==> src/hw/rtl/hold_to_confirm_gesture_fsm_core_defines.svh <==
// Assertion macros shared by the hold-to-confirm gesture engine RTL.
`ifndef HOLD_TO_CONFIRM_GESTURE_FSM_CORE_DEFINES_SVH
`define HOLD_TO_CONFIRM_GESTURE_FSM_CORE_DEFINES_SVH

// Checks a property on every rising clock edge outside reset.
`define HCG_ASSERT(lbl, prop) \
   lbl: assert property (@(posedge clock) disable iff (reset) (prop)) \
      else $error("hcg assertion failed");

// Checks that a condition in one cycle implies another in the next cycle.
`define HCG_ASSERT_NEXT(lbl, ante, cons) \
   lbl: assert property (@(posedge clock) disable iff (reset) (ante) |=> (cons)) \
      else $error("hcg assertion failed");

`endif

==> src/hw/rtl/hcg_pkg.sv <==
// Types and constants shared by the hold-to-confirm gesture engine.
`default_nettype none

package hcg_pkg;

   typedef enum logic [1:0] {
      KIND_START,
      KIND_END,
      KIND_TICK,
      KIND_CLEAR
   } kind_type;

   typedef enum logic [2:0] {
      PH_IDLE,
      PH_PREROLL,
      PH_COUNTING,
      PH_FIRING,
      PH_DONE,
      PH_ABORTED
   } phase_type;

   typedef enum logic [1:0] {
      SEQ_IDLE,
      SEQ_EVAL,
      SEQ_DIV,
      SEQ_RESP
   } seq_state_type;

   typedef enum logic [2:0] {
      REG_PREROLL,
      REG_BAR,
      REG_DONE,
      REG_KEY_UP,
      REG_KEY_DOWN,
      REG_KEY_LEFT,
      REG_KEY_RIGHT
   } reg_index_type;

   localparam logic [2:0] ACT_NONE   = 3'd0;
   localparam logic [2:0] ACT_PROG   = 3'd1;
   localparam logic [2:0] ACT_REBOOT = 3'd2;
   localparam logic [2:0] ACT_MAX    = 3'd4;

   localparam logic [2:0] BTN_SELECT = 3'd0;
   localparam logic [2:0] BTN_UP     = 3'd1;
   localparam logic [2:0] BTN_DOWN   = 3'd2;
   localparam logic [2:0] BTN_LEFT   = 3'd3;
   localparam logic [2:0] BTN_RIGHT  = 3'd4;

   localparam logic [15:0] PREROLL_RESET = 16'd500;
   localparam logic [15:0] BAR_RESET     = 16'd3000;
   localparam logic [15:0] DONE_RESET    = 16'd1000;

   localparam int MS_BITS    = 16;
   localparam int ACT_BITS   = 3;
   localparam int ADDR_BITS  = 5;
   localparam int DATA_BITS  = 32;

   typedef struct packed {
      logic [MS_BITS-1:0]  preroll_ms;
      logic [MS_BITS-1:0]  bar_ms;
      logic [MS_BITS-1:0]  done_ms;
      logic [ACT_BITS-1:0] key_up_action;
      logic [ACT_BITS-1:0] key_down_action;
      logic [ACT_BITS-1:0] key_left_action;
      logic [ACT_BITS-1:0] key_right_action;
   } cfg_type;

endpackage

`default_nettype wire

==> src/hw/rtl/hold_to_confirm_gesture_fsm_core.sv <==
// Top level of the hold-to-confirm gesture engine.
// Requests enter on the req_ channel (valid/ready): start hold, end hold,
// tick with a wrapping millisecond timestamp, or clear to idle. Every request
// gives exactly one response on the rsp_ channel (valid/ready) with the phase,
// live action, fired action, remaining bar fraction and countdown seconds.
// The block takes one request at a time and drops req_ready until the
// response has been taken. A request is evaluated in the cycle after it is
// accepted; the response is presented in the RESP state, entered from EVAL, or
// from DIV when the bar is partly empty and the fraction comes from the
// bit-serial divider, one quotient bit a cycle. A stalled response holds
// steady and no new request is taken.
// Reset returns the gesture to idle and loads the default timing registers;
// the APB-style port writes the registers and should be used only when idle.
`default_nettype none

`include "hold_to_confirm_gesture_fsm_core_defines.svh"

module hold_to_confirm_gesture_fsm_core #(
   parameter int TIME_BITS     = 32,
   parameter int FRACTION_BITS = 16
) (
   input  wire logic                          clock,
   input  wire logic                          reset,
   input  wire logic                          req_valid,
   output logic                               req_ready,
   input  wire logic [1:0]                    req_action,
   input  wire logic [2:0]                    req_button,
   input  wire logic                          req_on_home,
   input  wire logic [31:0]                   req_now_ms,
   output logic                               rsp_valid,
   input  wire logic                          rsp_ready,
   output logic      [2:0]                    rsp_phase,
   output logic      [2:0]                    rsp_current_action,
   output logic      [2:0]                    rsp_fired_action,
   output logic      [FRACTION_BITS:0]        rsp_bar_fraction,
   output logic      [1:0]                    rsp_seconds_left,
   input  wire logic                          psel,
   input  wire logic                          penable,
   input  wire logic                          pwrite,
   input  wire logic [hcg_pkg::ADDR_BITS-1:0] paddr,
   input  wire logic [hcg_pkg::DATA_BITS-1:0] pwdata,
   output logic      [hcg_pkg::DATA_BITS-1:0] prdata,
   output logic                               pready
);

   localparam int SUM_W = TIME_BITS + 1;
   localparam logic [FRACTION_BITS:0] FRAC_FULL = {1'b1, {FRACTION_BITS{1'b0}}};

   hcg_pkg::cfg_type       cfg;
   hcg_pkg::seq_state_type seq_ff;
   hcg_pkg::seq_state_type seq_in;
   hcg_pkg::phase_type     phase_ff;
   hcg_pkg::phase_type     phase_in;

   logic [2:0]             action_ff;
   logic [2:0]             action_in;
   logic                   holding_ff;
   logic                   holding_in;
   logic                   pending_ff;
   logic                   pending_in;
   logic                   fired_flag_ff;
   logic                   fired_flag_in;
   logic [TIME_BITS-1:0]   hold_start_ff;
   logic [TIME_BITS-1:0]   hold_start_in;
   logic [TIME_BITS-1:0]   elapsed_ff;
   logic [TIME_BITS-1:0]   elapsed_in;
   logic [TIME_BITS-1:0]   fired_time_ff;
   logic [TIME_BITS-1:0]   fired_time_in;
   logic [2:0]             fired_out_ff;
   logic [2:0]             fired_out_in;
   logic [FRACTION_BITS:0] frac_ff;
   logic [FRACTION_BITS:0] frac_in;
   logic [1:0]             secs_ff;
   logic [1:0]             secs_in;

   logic                   accept;
   logic                   div_start;
   logic                   div_done;
   logic [FRACTION_BITS:0] div_quotient;
   logic [2:0]             resolved;
   logic [2:0]             key_action;
   logic [TIME_BITS-1:0]   now_t;
   logic [TIME_BITS-1:0]   tick_start;
   logic [TIME_BITS-1:0]   tick_elapsed;
   logic [SUM_W-1:0]       limit_ext;
   logic [SUM_W-1:0]       elapsed_ext;
   logic [15:0]            remaining;
   logic [17:0]            rem_x3;
   logic                   need_div;
   logic [FRACTION_BITS:0] eval_frac;
   logic [1:0]             eval_secs;

   hcg_csr u_csr (
      .clock   (clock),
      .reset   (reset),
      .psel    (psel),
      .penable (penable),
      .pwrite  (pwrite),
      .paddr   (paddr),
      .pwdata  (pwdata),
      .prdata  (prdata),
      .pready  (pready),
      .cfg     (cfg)
   );

   hcg_div #(
      .FRACTION_BITS (FRACTION_BITS)
   ) u_div (
      .clock    (clock),
      .reset    (reset),
      .start    (div_start),
      .numer    (remaining),
      .denom    (cfg.bar_ms),
      .done     (div_done),
      .quotient (div_quotient)
   );

   assign accept       = req_valid && req_ready;
   assign now_t        = TIME_BITS'(req_now_ms);
   assign tick_start   = pending_ff ? now_t : hold_start_ff;
   assign tick_elapsed = now_t - tick_start;
   assign limit_ext    = SUM_W'(cfg.preroll_ms) + SUM_W'(cfg.bar_ms);

   always_comb begin
      case (req_button)
         hcg_pkg::BTN_UP:    key_action = cfg.key_up_action;
         hcg_pkg::BTN_DOWN:  key_action = cfg.key_down_action;
         hcg_pkg::BTN_LEFT:  key_action = cfg.key_left_action;
         hcg_pkg::BTN_RIGHT: key_action = cfg.key_right_action;
         default:            key_action = hcg_pkg::ACT_NONE;
      endcase
      if (req_button == hcg_pkg::BTN_SELECT) begin
         resolved = hcg_pkg::ACT_PROG;
      end else if (!req_on_home || key_action > hcg_pkg::ACT_MAX) begin
         resolved = hcg_pkg::ACT_NONE;
      end else begin
         resolved = key_action;
      end
   end

   always_comb begin
      phase_in      = phase_ff;
      action_in     = action_ff;
      holding_in    = holding_ff;
      pending_in    = pending_ff;
      fired_flag_in = fired_flag_ff;
      hold_start_in = hold_start_ff;
      elapsed_in    = elapsed_ff;
      fired_time_in = fired_time_ff;
      fired_out_in  = fired_out_ff;
      if (accept) begin
         fired_out_in = hcg_pkg::ACT_NONE;
         case (hcg_pkg::kind_type'(req_action))
            hcg_pkg::KIND_START: begin
               if (!holding_ff && phase_ff == hcg_pkg::PH_IDLE &&
                   resolved != hcg_pkg::ACT_NONE) begin
                  action_in     = resolved;
                  phase_in      = hcg_pkg::PH_PREROLL;
                  holding_in    = 1'b1;
                  pending_in    = 1'b1;
                  hold_start_in = '0;
                  elapsed_in    = '0;
                  fired_flag_in = 1'b0;
                  fired_time_in = '0;
               end
            end
            hcg_pkg::KIND_END: begin
               if (holding_ff) begin
                  holding_in = 1'b0;
                  if (phase_ff == hcg_pkg::PH_PREROLL || phase_ff == hcg_pkg::PH_COUNTING) begin
                     phase_in  = hcg_pkg::PH_ABORTED;
                     action_in = hcg_pkg::ACT_NONE;
                  end
               end
            end
            hcg_pkg::KIND_TICK: begin
               hold_start_in = tick_start;
               pending_in    = 1'b0;
               case (phase_ff)
                  hcg_pkg::PH_PREROLL: begin
                     elapsed_in = tick_elapsed;
                     if (tick_elapsed >= TIME_BITS'(cfg.preroll_ms)) begin
                        phase_in = hcg_pkg::PH_COUNTING;
                     end
                  end
                  hcg_pkg::PH_COUNTING: begin
                     elapsed_in = tick_elapsed;
                     if (SUM_W'(tick_elapsed) >= limit_ext) begin
                        phase_in      = hcg_pkg::PH_FIRING;
                        fired_time_in = now_t;
                        if (!fired_flag_ff) begin
                           fired_flag_in = 1'b1;
                           fired_out_in  = action_ff;
                        end
                     end
                  end
                  hcg_pkg::PH_FIRING: begin
                     if (action_ff != hcg_pkg::ACT_REBOOT &&
                         (now_t - fired_time_ff) >= TIME_BITS'(cfg.done_ms)) begin
                        phase_in = hcg_pkg::PH_DONE;
                     end
                  end
                  hcg_pkg::PH_DONE, hcg_pkg::PH_ABORTED: begin
                     phase_in  = hcg_pkg::PH_IDLE;
                     action_in = hcg_pkg::ACT_NONE;
                  end
                  default: begin
                     phase_in = phase_ff;
                  end
               endcase
            end
            default: begin
               phase_in      = hcg_pkg::PH_IDLE;
               action_in     = hcg_pkg::ACT_NONE;
               holding_in    = 1'b0;
               pending_in    = 1'b0;
               hold_start_in = '0;
               elapsed_in    = '0;
               fired_flag_in = 1'b0;
               fired_time_in = '0;
            end
         endcase
      end
   end

   assign elapsed_ext = SUM_W'(elapsed_ff);
   assign remaining   = 16'(limit_ext - elapsed_ext);
   assign rem_x3      = {1'b0, remaining, 1'b0} + {2'b00, remaining};

   always_comb begin
      need_div  = 1'b0;
      eval_frac = '0;
      eval_secs = 2'd0;
      if (phase_ff == hcg_pkg::PH_PREROLL) begin
         eval_frac = FRAC_FULL;
         eval_secs = 2'd3;
      end else if (phase_ff == hcg_pkg::PH_COUNTING) begin
         if (elapsed_ff <= TIME_BITS'(cfg.preroll_ms)) begin
            eval_frac = FRAC_FULL;
            eval_secs = 2'd3;
         end else if (elapsed_ext < limit_ext) begin
            need_div = 1'b1;
            if (rem_x3 <= 18'(cfg.bar_ms)) begin
               eval_secs = 2'd1;
            end else if (rem_x3 <= {1'b0, cfg.bar_ms, 1'b0}) begin
               eval_secs = 2'd2;
            end else begin
               eval_secs = 2'd3;
            end
         end
      end
   end

   always_comb begin
      frac_in = frac_ff;
      secs_in = secs_ff;
      if (seq_ff == hcg_pkg::SEQ_EVAL) begin
         frac_in = eval_frac;
         secs_in = eval_secs;
      end else if (seq_ff == hcg_pkg::SEQ_DIV && div_done) begin
         frac_in = div_quotient;
      end
   end

   always_comb begin
      case (seq_ff)
         hcg_pkg::SEQ_IDLE: seq_in = req_valid ? hcg_pkg::SEQ_EVAL : hcg_pkg::SEQ_IDLE;
         hcg_pkg::SEQ_EVAL: seq_in = need_div ? hcg_pkg::SEQ_DIV : hcg_pkg::SEQ_RESP;
         hcg_pkg::SEQ_DIV:  seq_in = div_done ? hcg_pkg::SEQ_RESP : hcg_pkg::SEQ_DIV;
         hcg_pkg::SEQ_RESP: seq_in = rsp_ready ? hcg_pkg::SEQ_IDLE : hcg_pkg::SEQ_RESP;
         default:           seq_in = hcg_pkg::SEQ_IDLE;
      endcase
   end

   always_comb begin
      req_ready = 1'b0;
      rsp_valid = 1'b0;
      div_start = 1'b0;
      case (seq_ff)
         hcg_pkg::SEQ_IDLE: req_ready = 1'b1;
         hcg_pkg::SEQ_EVAL: div_start = need_div;
         hcg_pkg::SEQ_RESP: rsp_valid = 1'b1;
         default:           req_ready = 1'b0;
      endcase
   end

   always_ff @(posedge clock) begin
      if (reset) begin
         seq_ff        <= hcg_pkg::SEQ_IDLE;
         phase_ff      <= hcg_pkg::PH_IDLE;
         action_ff     <= hcg_pkg::ACT_NONE;
         holding_ff    <= 1'b0;
         pending_ff    <= 1'b0;
         fired_flag_ff <= 1'b0;
         hold_start_ff <= '0;
         elapsed_ff    <= '0;
         fired_time_ff <= '0;
         fired_out_ff  <= hcg_pkg::ACT_NONE;
      end else begin
         seq_ff        <= seq_in;
         phase_ff      <= phase_in;
         action_ff     <= action_in;
         holding_ff    <= holding_in;
         pending_ff    <= pending_in;
         fired_flag_ff <= fired_flag_in;
         hold_start_ff <= hold_start_in;
         elapsed_ff    <= elapsed_in;
         fired_time_ff <= fired_time_in;
         fired_out_ff  <= fired_out_in;
      end
      frac_ff <= frac_in;
      secs_ff <= secs_in;
   end

   assign rsp_phase          = phase_ff;
   assign rsp_current_action = action_ff;
   assign rsp_fired_action   = fired_out_ff;
   assign rsp_bar_fraction   = frac_ff;
   assign rsp_seconds_left   = secs_ff;

   `HCG_ASSERT_NEXT(a_accept_leaves_idle, accept, !req_ready)
   `HCG_ASSERT(a_fire_only_in_firing, rsp_valid |->
      (rsp_fired_action == hcg_pkg::ACT_NONE || rsp_phase == hcg_pkg::PH_FIRING))
   `HCG_ASSERT(a_bar_empty_when_inactive,
      (rsp_valid && rsp_phase != hcg_pkg::PH_PREROLL && rsp_phase != hcg_pkg::PH_COUNTING) |->
      (rsp_bar_fraction == '0 && rsp_seconds_left == 2'd0))
   `HCG_ASSERT(a_div_done_in_div_state, div_done |-> (seq_ff == hcg_pkg::SEQ_DIV))

endmodule

`default_nettype wire

==> src/hw/rtl/hcg_csr.sv <==
// Configuration register file with an APB-style access port.
`default_nettype none

module hcg_csr (
   input  wire logic                             clock,
   input  wire logic                             reset,
   input  wire logic                             psel,
   input  wire logic                             penable,
   input  wire logic                             pwrite,
   input  wire logic [hcg_pkg::ADDR_BITS-1:0]    paddr,
   input  wire logic [hcg_pkg::DATA_BITS-1:0]    pwdata,
   output logic      [hcg_pkg::DATA_BITS-1:0]    prdata,
   output logic                                  pready,
   output hcg_pkg::cfg_type                      cfg
);

   hcg_pkg::cfg_type      cfg_ff;
   hcg_pkg::cfg_type      cfg_in;
   hcg_pkg::reg_index_type index;
   logic                  write_en;

   assign index    = hcg_pkg::reg_index_type'(paddr[4:2]);
   assign write_en = psel && penable && pwrite;
   assign pready   = 1'b1;
   assign cfg      = cfg_ff;

   always_comb begin
      cfg_in = cfg_ff;
      if (write_en) begin
         case (index)
            hcg_pkg::REG_PREROLL:   cfg_in.preroll_ms       = pwdata[15:0];
            hcg_pkg::REG_BAR:       cfg_in.bar_ms           = pwdata[15:0];
            hcg_pkg::REG_DONE:      cfg_in.done_ms          = pwdata[15:0];
            hcg_pkg::REG_KEY_UP:    cfg_in.key_up_action    = pwdata[2:0];
            hcg_pkg::REG_KEY_DOWN:  cfg_in.key_down_action  = pwdata[2:0];
            hcg_pkg::REG_KEY_LEFT:  cfg_in.key_left_action  = pwdata[2:0];
            hcg_pkg::REG_KEY_RIGHT: cfg_in.key_right_action = pwdata[2:0];
            default:                cfg_in = cfg_ff;
         endcase
      end
   end

   always_comb begin
      case (index)
         hcg_pkg::REG_PREROLL:   prdata = {16'd0, cfg_ff.preroll_ms};
         hcg_pkg::REG_BAR:       prdata = {16'd0, cfg_ff.bar_ms};
         hcg_pkg::REG_DONE:      prdata = {16'd0, cfg_ff.done_ms};
         hcg_pkg::REG_KEY_UP:    prdata = {29'd0, cfg_ff.key_up_action};
         hcg_pkg::REG_KEY_DOWN:  prdata = {29'd0, cfg_ff.key_down_action};
         hcg_pkg::REG_KEY_LEFT:  prdata = {29'd0, cfg_ff.key_left_action};
         hcg_pkg::REG_KEY_RIGHT: prdata = {29'd0, cfg_ff.key_right_action};
         default:                prdata = '0;
      endcase
   end

   always_ff @(posedge clock) begin
      if (reset) begin
         cfg_ff.preroll_ms       <= hcg_pkg::PREROLL_RESET;
         cfg_ff.bar_ms           <= hcg_pkg::BAR_RESET;
         cfg_ff.done_ms          <= hcg_pkg::DONE_RESET;
         cfg_ff.key_up_action    <= hcg_pkg::ACT_NONE;
         cfg_ff.key_down_action  <= hcg_pkg::ACT_NONE;
         cfg_ff.key_left_action  <= hcg_pkg::ACT_NONE;
         cfg_ff.key_right_action <= hcg_pkg::ACT_NONE;
      end else begin
         cfg_ff <= cfg_in;
      end
   end

endmodule

`default_nettype wire

==> src/hw/rtl/hcg_div.sv <==
// Bit-serial restoring divider that produces the ceiling of a bar fraction.
`default_nettype none

`include "hold_to_confirm_gesture_fsm_core_defines.svh"

module hcg_div #(
   parameter int FRACTION_BITS = 16
) (
   input  wire logic                       clock,
   input  wire logic                       reset,
   input  wire logic                       start,
   input  wire logic [hcg_pkg::MS_BITS-1:0] numer,
   input  wire logic [hcg_pkg::MS_BITS-1:0] denom,
   output logic                            done,
   output logic      [FRACTION_BITS:0]     quotient
);

   localparam int CNT_W = $clog2(FRACTION_BITS + 1);

   logic [hcg_pkg::MS_BITS:0]   rem_ff;
   logic [hcg_pkg::MS_BITS:0]   rem_in;
   logic [FRACTION_BITS-1:0]    quo_ff;
   logic [FRACTION_BITS-1:0]    quo_in;
   logic [CNT_W-1:0]            count_ff;
   logic [CNT_W-1:0]            count_in;
   logic                        busy_ff;
   logic                        busy_in;
   logic                        done_ff;
   logic                        done_in;
   logic [hcg_pkg::MS_BITS:0]   shifted;
   logic [hcg_pkg::MS_BITS:0]   denom_ext;
   logic                        fits;

   assign shifted   = {rem_ff[hcg_pkg::MS_BITS-1:0], 1'b0};
   assign denom_ext = {1'b0, denom};
   assign fits      = shifted >= denom_ext;

   always_comb begin
      rem_in   = rem_ff;
      quo_in   = quo_ff;
      count_in = count_ff;
      busy_in  = busy_ff;
      done_in  = 1'b0;
      if (start) begin
         rem_in   = {1'b0, numer};
         quo_in   = '0;
         count_in = CNT_W'(FRACTION_BITS);
         busy_in  = 1'b1;
      end else if (busy_ff) begin
         rem_in   = fits ? (shifted - denom_ext) : shifted;
         quo_in   = {quo_ff[FRACTION_BITS-2:0], fits};
         count_in = count_ff - CNT_W'(1);
         if (count_ff == CNT_W'(1)) begin
            busy_in = 1'b0;
            done_in = 1'b1;
         end
      end
   end

   always_ff @(posedge clock) begin
      if (reset) begin
         busy_ff  <= 1'b0;
         done_ff  <= 1'b0;
         count_ff <= '0;
      end else begin
         busy_ff  <= busy_in;
         done_ff  <= done_in;
         count_ff <= count_in;
      end
      rem_ff <= rem_in;
      quo_ff <= quo_in;
   end

   assign done     = done_ff;
   assign quotient = {1'b0, quo_ff} + (FRACTION_BITS + 1)'(rem_ff != '0);

   `HCG_ASSERT(a_done_when_busy_ends, $fell(busy_ff) |-> done_ff)
   `HCG_ASSERT_NEXT(a_done_single_pulse, done_ff, !done_ff)
   `HCG_ASSERT(a_rem_below_denom, busy_ff |-> (rem_ff < denom_ext))

endmodule

`default_nettype wire

==> config.mk <==
export PLATFORM = sky130hd
export DESIGN_NAME = hold_to_confirm_gesture_fsm_core
export DESIGN_NICKNAME = d
export VERILOG_FILES = /design/src/hw/rtl/hcg_pkg.sv /design/src/hw/rtl/hold_to_confirm_gesture_fsm_core.sv /design/src/hw/rtl/hcg_csr.sv /design/src/hw/rtl/hcg_div.sv
export VERILOG_INCLUDE_DIRS = /design/src /design/src/hw/rtl
export SDC_FILE = /design/constraint.sdc
export NUM_CORES = 1
export LEC_CHECK = 0
export ABC_AREA = 1
export BUFFER_PORTS_ARGS = -buffer_cell sky130_fd_sc_hd__buf_2
export CORE_MARGIN = 3
export CORE_UTILIZATION = 57
export DETAILED_ROUTE_END_ITERATION = 8
export PLACE_DENSITY = 0.89
export REMOVE_ABC_BUFFERS = 1
export SKIP_CTS_REPAIR_TIMING = 1
export SLEW_MARGIN = 20
export SYNTH_ARGS = -nofsm -noshare
export SYNTH_HDL_FRONTEND = slang
export SYNTH_SLANG_ARGS = --single-unit
==> constraint.sdc <==
create_clock -name clock -period 5.7 [get_ports clock]
set_input_delay 0.285 -clock clock [delete_from_list [all_inputs] [get_ports clock]]
set_output_delay 0.285 -clock clock [all_outputs]
set_load 0.005 [all_outputs]
==> results.toml, run 1 <==
[status]
outcome = "complete, but fails checks"
violations = "negative hold slack"

[worst_setup_path]
crit_arrival_ns = 5.97
startpoint = "u_csr.cfg[44]"
r2r_start = "u_csr.cfg[44]"
critPathCaptureType = "flop"
critPathSlowestCell = "dfxtp_2"
crit_type = "reg -> reg"
cp-start-kind = "flop"
cp_max_fo = 4
r2r-end = "rsp_seconds_left[0]"
r2r_slack_ns = 0.04
r2r_cells = 38
slowest_delay_ns = 0.36
crit_required_ns = 6.01
cpMostUsedCell = "nand2_1"

[pwr]
power.density_nw_per_um2 = 256.2
p_leak_uw = 0.01119
peakVddDrop_v = 0.0002027
total_power_uw = 5948

[sta]
period_minus_slack_ns = 5.657
slew_headroom = 0.2764
hold_viol = 1
skew_ns = 0.01735
setup_viol = 0
slew_violations = 0
holdWs_ns = -0.01679
min_period_over_period = 0.9925
setup_slack_ns = 0.04287
rsz0062_at_grt = "true"
fin_tns_setup_ns = 0
max_slew.worst_pin.slew_ns = 1.083
max_freq_mhz = 176.8

[placed_design]
hpwlAfterDp_mm = 46.40
io_buffers = 109
dp_cells = 3730
globalplace.congestion = 0.9996
place_ws_ns = -0.04122

[floorplan]
io_pins = 145
die_w_um = 196.3
die_area_um2 = 38530
core-area_um2 = 35660
initial_core_util = 0.5789
rows = 69
die_h_um = 196.3

[synthesis]
yosys-top-cells-count = "nand2_1 (816), inv_1 (498), a21oi_1 (309)"
synthDominantCellAreaShare = 0.1882
synth.most_common_cell = "nand2_1"
synth_cell_type_count = 58
synth_edf_count = 35
synthArstFlopShare = 0
yosysTopAreaCell = "dfxtp_1"
netlist_area_um2 = 20640
yosysSeqAreaShare = 0.2391
yosys_warnings = 0
ys_ff_latch = 229
synth_cells = 3200
synthFlopType = "dfxtp_1"
synth_area_per_cell_um2 = 6.450
yosys-top-cells-area = "dfxtp_1 (19%), nand2_1 (15%), ha_1 (15%)"

[global_routing]
grt_max_degree = 68
gr-total-overflow = 0
grt_pass1_wl_mm = 95.52
grt_pass1_vias = 19930
grt_antenna_before_repair = 7
grt_usage = 0.2984

[cts]
htree_levels = 1
clock_sinks = 229
tritoncts = "built"
insertion_delay_ns = 0.56
cts-root-buf = "clkbuf_16"
numCtsBuffers = 27
ctsLongestPathBuffers = 3
clkTransAtPathRegs_ns = 0.06

[routing]
drc_errors = 0
wl_per_cell_um = 16.12
drt-total-wl_mm = 61.26
drtPass1Iterations = 5
via_per_inst = 5.676
vias = 21570
ant_nets = 0
drt_iter0_drc = 1907

[flow_run]
drv_cap = 0

[final_layout]
final_layout_size_suffix_gt1_frac = 0.1113
layout.cells.non_filler = 3800
syn_to_final_growth_pct = 12.48
nets = 3644

[worst_hold_path]
holdPathEnd = "u_csr.cfg[39]"
hold-path-cell-count = 3
min-delay-start = "pwdata[11]"
hold_class = "in -> reg"
==> power breakdown <==
part           internal (uW)  switching (uW)
logic                    839            1420
registers               1780            84.4
clock network           1100             731
total                   3720            2230
==> per-stage QoR <==
step	util	area, um2	hold WS, ns
2_1_floorplan	-	20190	0.3541
3_3_place_gp	0.6070	21640	0.4440
3_5_place_dp	0.6070	21640	0.4480
4_1_cts	0.6334	22580	-0.06431
5_1_grt	0.6511	23210	0.005870
6_report	0.6511	23220	-0.01679
==> cell type report <==
class,count,area (um2)
multi-input cells,2373,13800
fillers,3137,12440
flip-flops and latches,229,4940
inverters,514,1931
repair buffers,169,1015
clock buffers,33,770.7
well taps,461,576.8
clock inverters,15,168.9
diodes,6,15.01
==> worst max path at each step <==
stage	to	cells past startpoint
final	rsp_seconds_left[0]	38
after global routing	rsp_seconds_left[0]	43
after detailed placement	rsp_seconds_left[0]	43
after floorplan	rsp_seconds_left[0]	42
after CTS	rsp_seconds_left[0]	43
after global placement	rsp_seconds_left[0]	43
==> registers in the layout, summed over array words and instances (netlist names) <==
name	cells
fired_flag_ff	1
elapsed_ff	32
holding_ff	1
pending_ff	1
u_div.busy_ff	1
u_div.quo_ff	16
hold_start_ff	32
fired_time_ff	32
u_div.rem_ff	17
seq_ff	2
rsp_current_action	3
u_csr.cfg	60
u_div.count_ff	5
u_div.done	1
rsp_fired_action	3
rsp_bar_fraction	17
rsp_seconds_left	2
rsp_phase	3
==> logic make-up (layout without fill, tap and decap cells) <==
family          after synthesis  in the layout  share of synthesized area
simple gates               1399           1399                     0.2870
compound gates              629            629                     0.1689
buf+inv                     613            731                     0.1182
fa+ha+maj                   248            248                     0.1525
flops                       229            229                     0.2391
xor+xnor                     80             80                    0.03395
other cells                   2             23                  0.0003639
==> critical path: cells and delay by family (launching register included) <==
family	cells	cell delay (ns)
fa+ha+maj	5	1.29
compound gates	8	1.04
simple gates	17	1.92
buf+inv	6	0.44
flops	1	0.36
xor+xnor	2	0.35
==> placed cells by master (no fill, tap or decap), types with 12 or more instances in the layout <==
cell type    n
ha_4        12
a211oi_1    21
a21oi_2     14
nand2_2     15
nor3_1      32
or2_2       31
nand2_1    806
conb_1      17
o211ai_1    31
o221ai_1    14
o21ai_0    172
nor2_2      16
buf_4       55
a21oi_1    297
buf_2      108
ha_1       225
nor2_1     251
dfxtp_1    190
nand3_1    128
inv_1      492
clkbuf_16   29
inv_2       20
xor2_1      59
o21ai_1     16
nand3b_1    13
edfxtp_1    35
nand4_1     72
==> per-layer routing <==
metal | global-route usage | part of all wire | vias to the layer above
met4 | 0.1547 | 0.056 | 4
met5 | 0 | 0.00044 | -
met1 | 0.3595 | 0.40 | 9811
li1 | - | - | 10670
met3 | 0.03933 | 0.065 | 207
met2 | 0.5199 | 0.47 | 879
Note: power is estimated with default switching activity, not from simulation.
==> run 2, diff against run 1 <==
SYNTH_HIERARCHICAL = 1   (was unset)
==> run 2 against run 1 <==
  * The flow still finishes with violations (negative hold slack)
  * Setup slack gained 0.076 ns
  * Sequential share of layout area is 1.2 points lower
  * Clock power decreased by 2%
  * Critical endpoint unchanged
  * Largest power group unchanged
  * Highest routed layer is now met4
==> results.toml, run 2 <==
[synthesis]
yosys-top-cells-area = "dfxtp_1 (18%), nand2_1 (18%), ha_1 (14%)"
synthArstFlopShare = 0
synth_cells = 3532
yosysSeqAreaShare = 0.2257
netlist_area_um2 = 21860
yosysTopAreaCell = "dfxtp_1"
yosys_warnings = 6
synthDominantCellAreaShare = 0.1777
synth.most_common_cell = "nand2_1"
synth_top_family_by_area = "simple AND/OR/NAND/NOR gates"
synthAdderAreaFrac = 0.1446
synthMuxAreaShare = 0
yosys-top-cells-count = "nand2_1 (1024), inv_1 (607), nor2_1 (353)"
synth_compound_gate_area_share = 0.1147
synth_xor_area_frac = 0.03686
synthSimpleGateAreaFrac = 0.3461
synth_edf_count = 35
synth_area_per_cell_um2 = 6.189
ys_ff_latch = 229
synth_cell_type_count = 54
synthFlopType = "dfxtp_1"

[global_routing]
grt_use_met1 = 0.3865
grtUsageMet2 = 0.4757
grt_usage = 0.2864
gr-total-overflow = 0
met3_usage = 0.02883
grt_pass1_wl_mm = 98.35
grt-busiest-layer = "met2"
grt_antenna_before_repair = 2
grt_max_degree = 95
grt_pass1_vias = 20660

[sta]
setup_viol = 0
hold_viol = 3
period_minus_slack_ns = 5.581
skew_ns = 0.03046
max_freq_mhz = 179.2
setup_slack_ns = 0.1193
fin_tns_setup_ns = 0
slew_headroom = 0.3108
slew_violations = 0
min_period_over_period = 0.9791
holdWs_ns = -0.01502
max_slew.worst_pin.slew_ns = 1.033

[worst_setup_path]
crit_arrival_ns = 5.86
slowest_delay_ns = 0.39
cp-start-kind = "flop"
critPathCaptureType = "flop"
cpMostUsedCell = "nand2_1"
critPathSlowestCell = "fa_2"
crit_type = "reg -> reg"
cp_max_fo = 3
r2r-end = "rsp_seconds_left[0]"
r2r_slack_ns = 0.12
crit_required_ns = 5.97
r2r_cells = 33
r2r_start = "u_csr/cfg[28]"

[cts]
numCtsBuffers = 26
cts-root-buf = "clkbuf_16"
ctsLongestPathBuffers = 3
tritoncts = "built"
clock_sinks = 229
clkTransAtPathRegs_ns = 0.06
insertion_delay_ns = 0.56
htree_levels = 1

[pwr]
p_leak_uw = 0.01294
peakVddDrop_v = 0.0002018
power.density_nw_per_um2 = 265.4

[routing]
drtPass1Iterations = 6
drc_errors = 0
via_per_inst = 5.426
drt-total-wl_mm = 62.79
drt_iter0_drc = 2109
wl_per_cell_um = 14.97
vias = 22750
ant_nets = 0

[flow_run]
drv_cap = 0

[floorplan]
die_h_um = 201.8
io_pins = 145
core-area_um2 = 37760
rows = 71
die_area_um2 = 40740
die_w_um = 201.8
initial_core_util = 0.5790

[final_layout]
post-route-util = 0.6509
final_cell_mix = "nand2_1 (1016), inv_1 (603), nor2_1 (349)"
layout.cells.non_filler = 4193
largest_reg_flops = 60
syn_to_final_growth_pct = 12.41
fillers = 3308
stdcell_area_um2 = 24570
final_common_cell = "nand2_1"
final_layout_size_suffix_gt1_frac = 0.09916
nets = 3992

[worst_hold_path]
hold-path-cell-count = 3
min-delay-start = "pwdata[11]"
hold_class = "in -> reg"
holdPathEnd = "u_csr/cfg[39]"

[placed_design]
globalplace.congestion = 0.9871
io_buffers = 109
hpwlAfterDp_mm = 47.82
place_ws_ns = -0.1792
dp_cells = 4130
dpl-instance-area_um2 = 23070

[status]
violations = "negative hold slack"
outcome = "complete, but fails checks"
[run 2: worst max-delay path: cells and delay by family (launching register included)]
| family | cells | cell delay (ns) |
|---|---|---|
| buffers and inverters | 4 | 0.49 |
| flip-flops | 1 | 0.35 |
| AO/OA/AOI/OAI | 10 | 1.39 |
| adder cells (fa/ha/maj) | 5 | 1.42 |
| AND/OR/NAND/NOR | 11 | 1.03 |
| XOR/XNOR | 3 | 0.59 |
[run 2: metal layers]
metal  routed length, um  vias up  share of wire
met3                4787      171          0.076
met1               26920    10210           0.43
met5                   0        -              0
met4                2548        0          0.041
met2               28530      910           0.45
li1                    -    11460              -
[run 2: where the power goes]
group | leakage (uW) | total (uW) | internal (uW) | switching [uW]
combinational | 0.0106 | 2840 | 1090 | 1750
clock | 0.000455 | 1790 | 1070 | 722
sequential | 0.00189 | 1890 | 1800 | 89.8
[run 2: logic make-up (layout without fill, tap and decap cells)]
family	Yosys count	after routing
AO/OA/AOI/OAI	438	438
adder cells (fa/ha/maj)	249	249
XOR/XNOR	92	92
AND/OR/NAND/NOR	1800	1800
flip-flops	229	229
other	2	18
buffers and inverters	722	856
[run 2: per-stage QoR]
stage	total power (uW)	hold WS, ns
CTS	6265	-0.07330
floorplan	3767	0.3541
global placement	4407	0.4433
finish	6523	-0.01502
global route	6971	0.002659
detailed placement	4474	0.4541
[run 2: layout make-up]
| class | count | area [um2] | share of cell area |
|---|---|---|---|
| Antenna cell | 1 | 2.502 | 0.0001018 |
| Clock buffer | 29 | 693.2 | 0.02821 |
| Clock inverter | 19 | 222.7 | 0.009063 |
| Inverter | 616 | 2315 | 0.09419 |
| Multi-Input combinational cell | 2596 | 14580 | 0.5931 |
| Sequential cell | 229 | 4938 | 0.2010 |
| Tap cell | 511 | 639.4 | 0.02602 |
| Timing Repair Buffer | 192 | 1189 | 0.04837 |
[run 2: worst max-delay path by stage]
stage,cells after the start,startpoint,to,slack (ns)
2_1_floorplan,33,u_csr/cfg[28],rsp_seconds_left[1],0.09
3_3_place_gp,33,u_csr/cfg[28],rsp_seconds_left[1],0.02
3_5_place_dp,33,u_csr/cfg[44],rsp_seconds_left[1],-0.18
4_1_cts,33,u_csr/cfg[28],rsp_seconds_left[1],-0.19
5_1_grt,33,u_csr/cfg[28],rsp_seconds_left[1],-0.21
6_report,33,u_csr/cfg[28],rsp_seconds_left[0],0.12
